==> config.mk <==
export PLATFORM = sky130hd
export DESIGN_NAME = fir_filter_circular
export DESIGN_NICKNAME = d
export VERILOG_FILES = /design/src/firc_pkg.sv /design/src/fir_filter_circular.sv /design/src/firc_ram.sv
export SDC_FILE = /design/constraint.sdc
export NUM_CORES = 2
export LEC_CHECK = 0
export ABC_CLOCK_PERIOD_IN_PS = 9200
export BUFFER_PORTS_ARGS = -buffer_cell sky130_fd_sc_hd__buf_2
export CORE_ASPECT_RATIO = 1.4
export CORE_MARGIN = 4
export CORE_UTILIZATION = 35
export CTS_CLUSTER_DIAMETER = 100
export DETAILED_ROUTE_END_ITERATION = 7
export GPL_TIMING_DRIVEN = 0
export SYNTH_ARGS = -nofsm -noshare
export SYNTH_HDL_FRONTEND = slang
export SYNTH_SLANG_ARGS = --single-unit
==> constraint.sdc <==
create_clock -name clk -period 9.2 [get_ports clk]
set_input_delay 0.46 -clock clk [delete_from_list [all_inputs] [get_ports clk]]
set_output_delay 0.46 -clock clk [all_outputs]
set_load 0.02 [all_outputs]
==> src/firc_pkg.sv <==
package firc_pkg;

    // Default history / coefficient depth.
    localparam int MAX_TAPS_DEF = 64;

    // Word field widths.
    localparam int SAMPLE_W = 16;
    localparam int COEF_W   = 16;
    localparam int CIDX_W   = 6;
    localparam int TAPCNT_W = 7;
    localparam int PROD_W   = SAMPLE_W + COEF_W;
    localparam int ACC_W    = 40;

    // Command codes.
    localparam logic CMD_FILTER = 1'b0;
    localparam logic CMD_LOAD   = 1'b1;

    // 1.0 in Q2.14, reset value of tap 0.
    localparam logic [COEF_W-1:0] COEF_ONE = 16'h4000;

    // Right shift for the rounded Q3.29 -> Q1.15 conversion.
    localparam int RND_SHIFT = 14;

    typedef struct packed {
        logic                       cmd;
        logic signed [SAMPLE_W-1:0] sample_in;
        logic [CIDX_W-1:0]          coef_index;
        logic signed [COEF_W-1:0]   coef_value;
    } firc_in_t;

    typedef struct packed {
        logic signed [SAMPLE_W-1:0] sample_out;
        logic                       saturated;
    } firc_out_t;

    typedef enum logic [2:0] {
        ST_INIT,
        ST_IDLE,
        ST_MAC,
        ST_DRAIN,
        ST_DONE
    } firc_state_t;

endpackage

==> src/fir_filter_circular.sv <==
// Direct-form FIR filter, Q1.15 samples times Q2.14 coefficients, over a
// circular history of MAX_TAPS samples. A filter word (cmd = CMD_FILTER) is
// stored at the write position and answered by one output word: the sum of
// coefficient j times the sample j steps back, over tap_count taps, kept in
// a 40-bit accumulator, rounded half up to Q1.15 and saturated (saturated
// flags a clip). A load word (cmd = CMD_LOAD) writes one coefficient, clears
// the history and the write position, and gives no output; indexes at or
// above MAX_TAPS write nothing. One shared 16x16 multiplier and a 40-bit
// adder do one tap per cycle; the output register is loaded once the last
// tap is summed and the register is empty or being read. A load word leaves
// the sequencer idle. req_ready is high only while the sequencer is idle;
// a finished output waits in its own register, so a new word can be taken
// before it is collected. After reset a clearing pass writes the
// coefficient memory (tap 0 = 1.0, others 0), with req_ready low; cfg
// writes to tap_count are taken at any time and do not disturb the history.
// tap_count of 0 acts as 1, above MAX_TAPS as MAX_TAPS.
module fir_filter_circular #(
    parameter int MAX_TAPS = firc_pkg::MAX_TAPS_DEF
) (
    input  logic                            clk,
    input  logic                            rst_n,
    input  logic                            req_valid,
    output logic                            req_ready,
    input  firc_pkg::firc_in_t              req,
    output logic                            rsp_valid,
    input  logic                            rsp_ready,
    output firc_pkg::firc_out_t             rsp,
    input  logic                            cfg_we,
    input  logic [firc_pkg::TAPCNT_W-1:0]   cfg_wdata
);

    import firc_pkg::*;

    localparam int AW = (MAX_TAPS > 1) ? $clog2(MAX_TAPS) : 1;
    localparam logic [AW-1:0] LAST_ADDR = AW'(MAX_TAPS - 1);
    localparam logic [AW:0]   FILL_FULL = (AW + 1)'(MAX_TAPS);

    // ---------------- state ----------------
    firc_state_t           state_reg, state_next;
    logic [AW-1:0]         clr_reg, clr_next;       // clearing pass address
    logic [AW-1:0]         wpos_reg, wpos_next;     // history write position
    logic [AW:0]           fill_reg, fill_next;     // history entries written since clear
    logic [AW-1:0]         last_reg, last_next;     // last tap index of this word
    logic [AW-1:0]         tap_reg, tap_next;       // tap being issued
    logic [AW-1:0]         idx_reg, idx_next;       // history slot being issued
    logic                  rd_vld_reg, rd_vld_next; // RAM data arriving
    logic                  hv_reg, hv_next;         // history slot holds a live sample
    logic                  prod_vld_reg, prod_vld_next;
    logic signed [PROD_W-1:0] prod_reg, prod_next;
    logic [ACC_W-1:0]      acc_reg, acc_next;
    logic [TAPCNT_W-1:0]   tap_count_reg, tap_count_next;
    firc_out_t             rsp_reg, rsp_next;
    logic                  rsp_valid_reg, rsp_valid_next;

    // ---------------- memories ----------------
    logic                  coef_we;
    logic [AW-1:0]         coef_waddr;
    logic [COEF_W-1:0]     coef_wdata;
    logic [COEF_W-1:0]     coef_rdata;
    logic                  hist_we;
    logic [AW-1:0]         hist_waddr;
    logic [SAMPLE_W-1:0]   hist_wdata;
    logic [SAMPLE_W-1:0]   hist_rdata;

    firc_ram #(
        .WIDTH (COEF_W),
        .DEPTH (MAX_TAPS)
    ) u_coef_ram (
        .clk   (clk),
        .we    (coef_we),
        .waddr (coef_waddr),
        .wdata (coef_wdata),
        .raddr (tap_reg),
        .rdata (coef_rdata)
    );

    firc_ram #(
        .WIDTH (SAMPLE_W),
        .DEPTH (MAX_TAPS)
    ) u_hist_ram (
        .clk   (clk),
        .we    (hist_we),
        .waddr (hist_waddr),
        .wdata (hist_wdata),
        .raddr (idx_reg),
        .rdata (hist_rdata)
    );

    // ---------------- helpers ----------------
    logic                    accept;
    logic                    rsp_free;
    logic [31:0]             taps_w;
    logic                    cidx_ok;
    logic signed [SAMPLE_W-1:0] hist_q;
    logic signed [ACC_W:0]   rnd_sum;
    logic signed [ACC_W-RND_SHIFT:0] rnd_q;
    firc_out_t               rnd_word;

    assign req_ready = (state_reg == ST_IDLE);
    assign accept    = req_valid && req_ready;
    assign rsp_free  = !rsp_valid_reg || rsp_ready;
    assign rsp_valid = rsp_valid_reg;
    assign rsp       = rsp_reg;

    // Effective tap count clamped to 1..MAX_TAPS.
    always_comb
    begin
        taps_w = {{(32 - TAPCNT_W){1'b0}}, tap_count_reg};
        if (taps_w == 32'd0)
        begin
            taps_w = 32'd1;
        end
        else if (taps_w > 32'(MAX_TAPS))
        begin
            taps_w = 32'(MAX_TAPS);
        end
    end

    assign cidx_ok = ({{(32 - CIDX_W){1'b0}}, req.coef_index} < 32'(MAX_TAPS));

    // Slots not written since the last clear read as zero.
    assign hist_q = hv_reg ? $signed(hist_rdata) : '0;

    // Round half up, floor shift, saturate.
    always_comb
    begin
        rnd_sum = $signed({acc_reg[ACC_W-1], acc_reg}) + (ACC_W + 1)'(1 << (RND_SHIFT - 1));
        rnd_q   = rnd_sum[ACC_W:RND_SHIFT];
        rnd_word.saturated = 1'b1;
        if (rnd_q > (ACC_W - RND_SHIFT + 1)'(32767))
        begin
            rnd_word.sample_out = 16'sh7FFF;
        end
        else if (rnd_q < -(ACC_W - RND_SHIFT + 1)'(32768))
        begin
            rnd_word.sample_out = 16'sh8000;
        end
        else
        begin
            rnd_word.sample_out = rnd_q[SAMPLE_W-1:0];
            rnd_word.saturated  = 1'b0;
        end
    end

    // ---------------- next state ----------------
    always_comb
    begin
        state_next = state_reg;
        unique case (state_reg)
            ST_INIT:
            begin
                if (clr_reg == LAST_ADDR)
                begin
                    state_next = ST_IDLE;
                end
            end
            ST_IDLE:
            begin
                if (accept && (req.cmd == CMD_FILTER))
                begin
                    state_next = ST_MAC;
                end
            end
            ST_MAC:
            begin
                if (tap_reg == last_reg)
                begin
                    state_next = ST_DRAIN;
                end
            end
            ST_DRAIN:
            begin
                if (!rd_vld_reg && !prod_vld_reg)
                begin
                    state_next = ST_DONE;
                end
            end
            ST_DONE:
            begin
                if (rsp_free)
                begin
                    state_next = ST_IDLE;
                end
            end
            default:
            begin
                state_next = ST_IDLE;
            end
        endcase
    end

    // ---------------- datapath and outputs ----------------
    always_comb
    begin
        clr_next       = clr_reg;
        wpos_next      = wpos_reg;
        fill_next      = fill_reg;
        last_next      = last_reg;
        tap_next       = tap_reg;
        idx_next       = idx_reg;
        rd_vld_next    = 1'b0;
        hv_next        = hv_reg;
        prod_vld_next  = rd_vld_reg;
        prod_next      = prod_reg;
        acc_next       = acc_reg;
        tap_count_next = cfg_we ? cfg_wdata : tap_count_reg;
        rsp_next       = rsp_reg;
        rsp_valid_next = rsp_valid_reg && !rsp_ready;

        coef_we    = 1'b0;
        coef_waddr = clr_reg;
        coef_wdata = '0;
        hist_we    = 1'b0;
        hist_waddr = wpos_reg;
        hist_wdata = req.sample_in;

        // multiply stage
        if (rd_vld_reg)
        begin
            prod_next = $signed(coef_rdata) * hist_q;
        end
        // accumulate stage, 40-bit wrap
        if (prod_vld_reg)
        begin
            acc_next = acc_reg + {{(ACC_W - PROD_W){prod_reg[PROD_W-1]}}, prod_reg};
        end

        unique case (state_reg)
            ST_INIT:
            begin
                coef_we    = 1'b1;
                coef_waddr = clr_reg;
                coef_wdata = (clr_reg == '0) ? COEF_ONE : '0;
                clr_next   = clr_reg + AW'(1);
            end
            ST_IDLE:
            begin
                if (accept)
                begin
                    if (req.cmd == CMD_LOAD)
                    begin
                        coef_we    = cidx_ok;
                        coef_waddr = AW'({{(32 - CIDX_W){1'b0}}, req.coef_index});
                        coef_wdata = req.coef_value;
                        wpos_next  = '0;
                        fill_next  = '0;
                    end
                    else
                    begin
                        hist_we   = 1'b1;
                        wpos_next = (wpos_reg == LAST_ADDR) ? '0 : wpos_reg + AW'(1);
                        if (fill_reg != FILL_FULL)
                        begin
                            fill_next = fill_reg + (AW + 1)'(1);
                        end
                        last_next = AW'(taps_w - 32'd1);
                        tap_next  = '0;
                        idx_next  = wpos_reg;
                        acc_next  = '0;
                    end
                end
            end
            ST_MAC:
            begin
                // issue one tap: coefficient j, sample j steps back
                rd_vld_next = 1'b1;
                hv_next     = ({1'b0, idx_reg} < fill_reg);
                tap_next    = tap_reg + AW'(1);
                idx_next    = (idx_reg == '0) ? LAST_ADDR : idx_reg - AW'(1);
            end
            ST_DRAIN:
            begin
            end
            ST_DONE:
            begin
                if (rsp_free)
                begin
                    rsp_next       = rnd_word;
                    rsp_valid_next = 1'b1;
                end
            end
            default:
            begin
            end
        endcase
    end

    // ---------------- registers ----------------
    always_ff @(posedge clk or negedge rst_n)
    begin
        if (!rst_n)
        begin
            state_reg     <= ST_INIT;
            clr_reg       <= '0;
            wpos_reg      <= '0;
            fill_reg      <= '0;
            rd_vld_reg    <= 1'b0;
            prod_vld_reg  <= 1'b0;
            tap_count_reg <= TAPCNT_W'(1);
            rsp_valid_reg <= 1'b0;
        end
        else
        begin
            state_reg     <= state_next;
            clr_reg       <= clr_next;
            wpos_reg      <= wpos_next;
            fill_reg      <= fill_next;
            rd_vld_reg    <= rd_vld_next;
            prod_vld_reg  <= prod_vld_next;
            tap_count_reg <= tap_count_next;
            rsp_valid_reg <= rsp_valid_next;
        end
    end

    always_ff @(posedge clk)
    begin
        last_reg <= last_next;
        tap_reg  <= tap_next;
        idx_reg  <= idx_next;
        hv_reg   <= hv_next;
        prod_reg <= prod_next;
        acc_reg  <= acc_next;
        rsp_reg  <= rsp_next;
    end

endmodule

==> src/firc_ram.sv <==
module firc_ram #(
    parameter int  WIDTH = 16,
    parameter int  DEPTH = 64,
    localparam int AW    = (DEPTH > 1) ? $clog2(DEPTH) : 1
) (
    input  logic             clk,
    input  logic             we,
    input  logic [AW-1:0]    waddr,
    input  logic [WIDTH-1:0] wdata,
    input  logic [AW-1:0]    raddr,
    output logic [WIDTH-1:0] rdata
);

    logic [WIDTH-1:0] mem [DEPTH];
    logic [WIDTH-1:0] rdata_reg;

    always_ff @(posedge clk)
    begin
        if (we)
        begin
            mem[waddr] <= wdata;
        end
        rdata_reg <= mem[raddr];
    end

    assign rdata = rdata_reg;

endmodule
==> results.json <==
{
  "status": "completed",
  "post_cts_buffers": 0,
  "syn_area_mm2": 0.09710,
  "dp_slack_ns": 1.260,
  "min_path_type": "in -> reg",
  "vias": 50030,
  "synth_edf_count": 2116,
  "grt-ovfl-total": 0,
  "drc": 0,
  "cts_max_path_buffers": 4,
  "drt-initial-drc-count": 5301,
  "ant_nets": 0,
  "critPathLaunchType": "flip-flop",
  "avgRoutedWirePerCell_um": 27.09,
  "finalCriticalPeriod_ns": 7.922,
  "std_cell_rows": 228,
  "grt_pass1_vias": 52430,
  "fillers": 24460,
  "cts.reportedPaths.clkPinSlew_ns": 0.07,
  "antenna_found_initial": 14,
  "final_common_cell": "edfxtp_1",
  "grt_util_met1_pct": 21.25,
  "nets": 6024,
  "gr-usage-all-layers_pct": 17.73,
  "cts_htree_levels": 4,
  "fp.coreArea_mm2": 0.2759,
  "layout_common_cells": "edfxtp_1, mux4_2, inv_1, fa_1, nand2_1",
  "tightest_slew_ns": 1.385,
  "path_class": "reg -> reg",
  "path_max_fanout": 10,
  "io_buffer_count": 68,
  "setup_violations": 0,
  "grt_busiest_layer": "met2",
  "regArea_mm2": 0.06579,
  "yosysUniqueCellTypes": 79,
  "syn_to_final_growth_pct": 15.14,
  "yosys_warnings": 0,
  "via_per_inst": 5.309,
  "critPathRequiredTime_ns": 9.77,
  "cp-end-kind": "flip-flop",
  "whs_ns": 0.05565,
  "ys_top_cells_by_area": "edfxtp_1, mux4_2, fa_1",
  "slew_violations": 0,
  "slew_headroom_pct": 7.641,
  "ys.flop_type": "edfxtp_1",
  "grt_max_degree": 65,
  "synth_top_area_cell": "edfxtp_1",
  "multi_input_area_mm2": 0.02947,
  "grt_first_pass_wirelength_um": 370900,
  "use_met2_pct": 31.86,
  "timing.final.ws_setup_ns": 1.278,
  "first_pass_iters": 6,
  "syn_avg_cell_area_um2": 18.87,
  "cts.sink_count": 2220,
  "drive_gt1_share_pct": 24.05,
  "start_util_pct": 35.20,
  "rsz0062_at_grt": "no",
  "period_share_pct": 86.11,
  "yosys.area.top_type_share_pct": 65.44,
  "synth_cells": 5145,
  "yosysSeqAreaShare_pct": 67.75,
  "met3_usage_pct": 2.279,
  "dieArea_mm2": 0.2860,
  "clk_latency_ns": 0.87,
  "arrival_ns": 8.49,
  "globalplace.congestion": 0.8936,
  "cts_root_buf": "clkbuf_16",
  "io_pins": 70,
  "yosys_register_bits": 2220,
  "chipWidth_um": 453.1,
  "dpl.hpwl_um": 182700,
  "setup_tns_ns": 0,
  "drv_cap": 0,
  "async_reset_ff_share_pct": 1.441,
  "cts_buffers": 207,
  "finalHoldViolations": 0,
  "final.setup_skew_ns": 0.09852,
  "max_freq_mhz": 126.2,
  "wl_um": 255300,
  "cts_tree": "done",
  "synth_fp_nets": 5595,
  "die_y_um": 631.2
}
[timing repair]
action	CTS	global route
endpoints found under the hold margin	41	0
hold buffers	9	0
gates resized for setup	0	0
[final cells by class]
class                      instances  share of cell area, %
sequential                      2220                  58.84
clock buffer                     238                  4.813
multi-input combinational       2360                  26.36
antenna                            6                0.01343
tap                             3680                  4.119
clock inverter                   135                  1.309
timing repair buffer             220                  2.588
inverter                         319                  1.071
buffer                           246                 0.8853
[cells in the mapped netlist, types with 7 or more instances]
cell type,n
a211oi_1,13
a21o_1,33
a21oi_1,84
a221oi_1,14
a31oi_1,16
and2_1,28
and3_1,140
buf_1,43
buf_2,42
clkbuf_1,158
dfrtp_1,31
dfxtp_1,72
edfxtp_1,2116
fa_1,263
ha_1,136
inv_1,317
mux2_2,10
mux2i_1,70
mux4_2,642
nand2_1,217
nand2b_1,21
nand3_1,58
nand3b_1,8
nand4_1,17
nor2_1,232
nor2b_1,13
nor3_1,27
o211ai_1,7
o21ai_0,82
o21bai_1,15
o22ai_1,8
o31ai_1,9
or2_2,8
xnor2_1,64
xor2_1,36
[cells by family after synthesis]
group,share of synthesized area [%]
buffers and inverters,2.251
adder cells (fa/ha/maj),7.175
multiplexers,15.73
flip-flops,67.75
AO/OA/AOI/OAI,2.157
XOR/XNOR,0.9020
AND/OR/NAND/NOR,4.033
[metrics by stage]
stage | std cells | utilization [%] | cell area [um^2]
floorplan | 5145 | - | 97100
global placement | 8893 | 36.99 | 102000
detailed placement | 9035 | 38.00 | 104800
CTS | 9417 | 40.51 | 111800
global route | 9422 | 40.52 | 111800
finish | 9424 | 40.53 | 111800
[worst paths after layout]
kind                            start                     to  slack [ns]  cells after the start
max                            hv_reg           prod_reg[23]        1.28                     25
min                           req[31]  u_hist_ram.mem[43][9]        0.06                      1
max reg2reg                    hv_reg           prod_reg[23]        1.28                     25
min reg2reg                acc_reg[2]             acc_reg[2]        0.50                      2
max in group asynchronous       rst_n          prod_vld_next        8.08                      2
min in group asynchronous       rst_n          hist_waddr[0]        0.31                      2
[critical path, stage by stage (launching register included)]
cell and delay (ns):
edfxtp_1 0.51, clkbuf_1 0.37, and2_0 0.48, clkbuf_1 0.44
nand2_1 0.14, fa_1 0.54, inv_1 0.06, fa_1 0.51
inv_1 0.06, fa_1 0.53, inv_1 0.05, fa_1 0.40
fa_1 0.52, inv_1 0.05, fa_1 0.48, inv_1 0.04
ha_1 0.35, o21ai_0 0.21, nand2b_1 0.07, a31oi_1 0.17
a31oi_1 0.07, a221oi_1 0.87, o21ai_0 0.30, o21a_1 0.23
nor2_1 0.11, xnor2_1 0.07
[routing by layer]
layer,vias up,wire (um)
met5,-,13
met4,2,12830
met3,502,13710
met2,1710,134500
met1,26690,94300
li1,21130,-
Power is left out: the tool's default activity adds up to more than one toggle a clock period on the data nets, which glitch-free logic cannot reach.
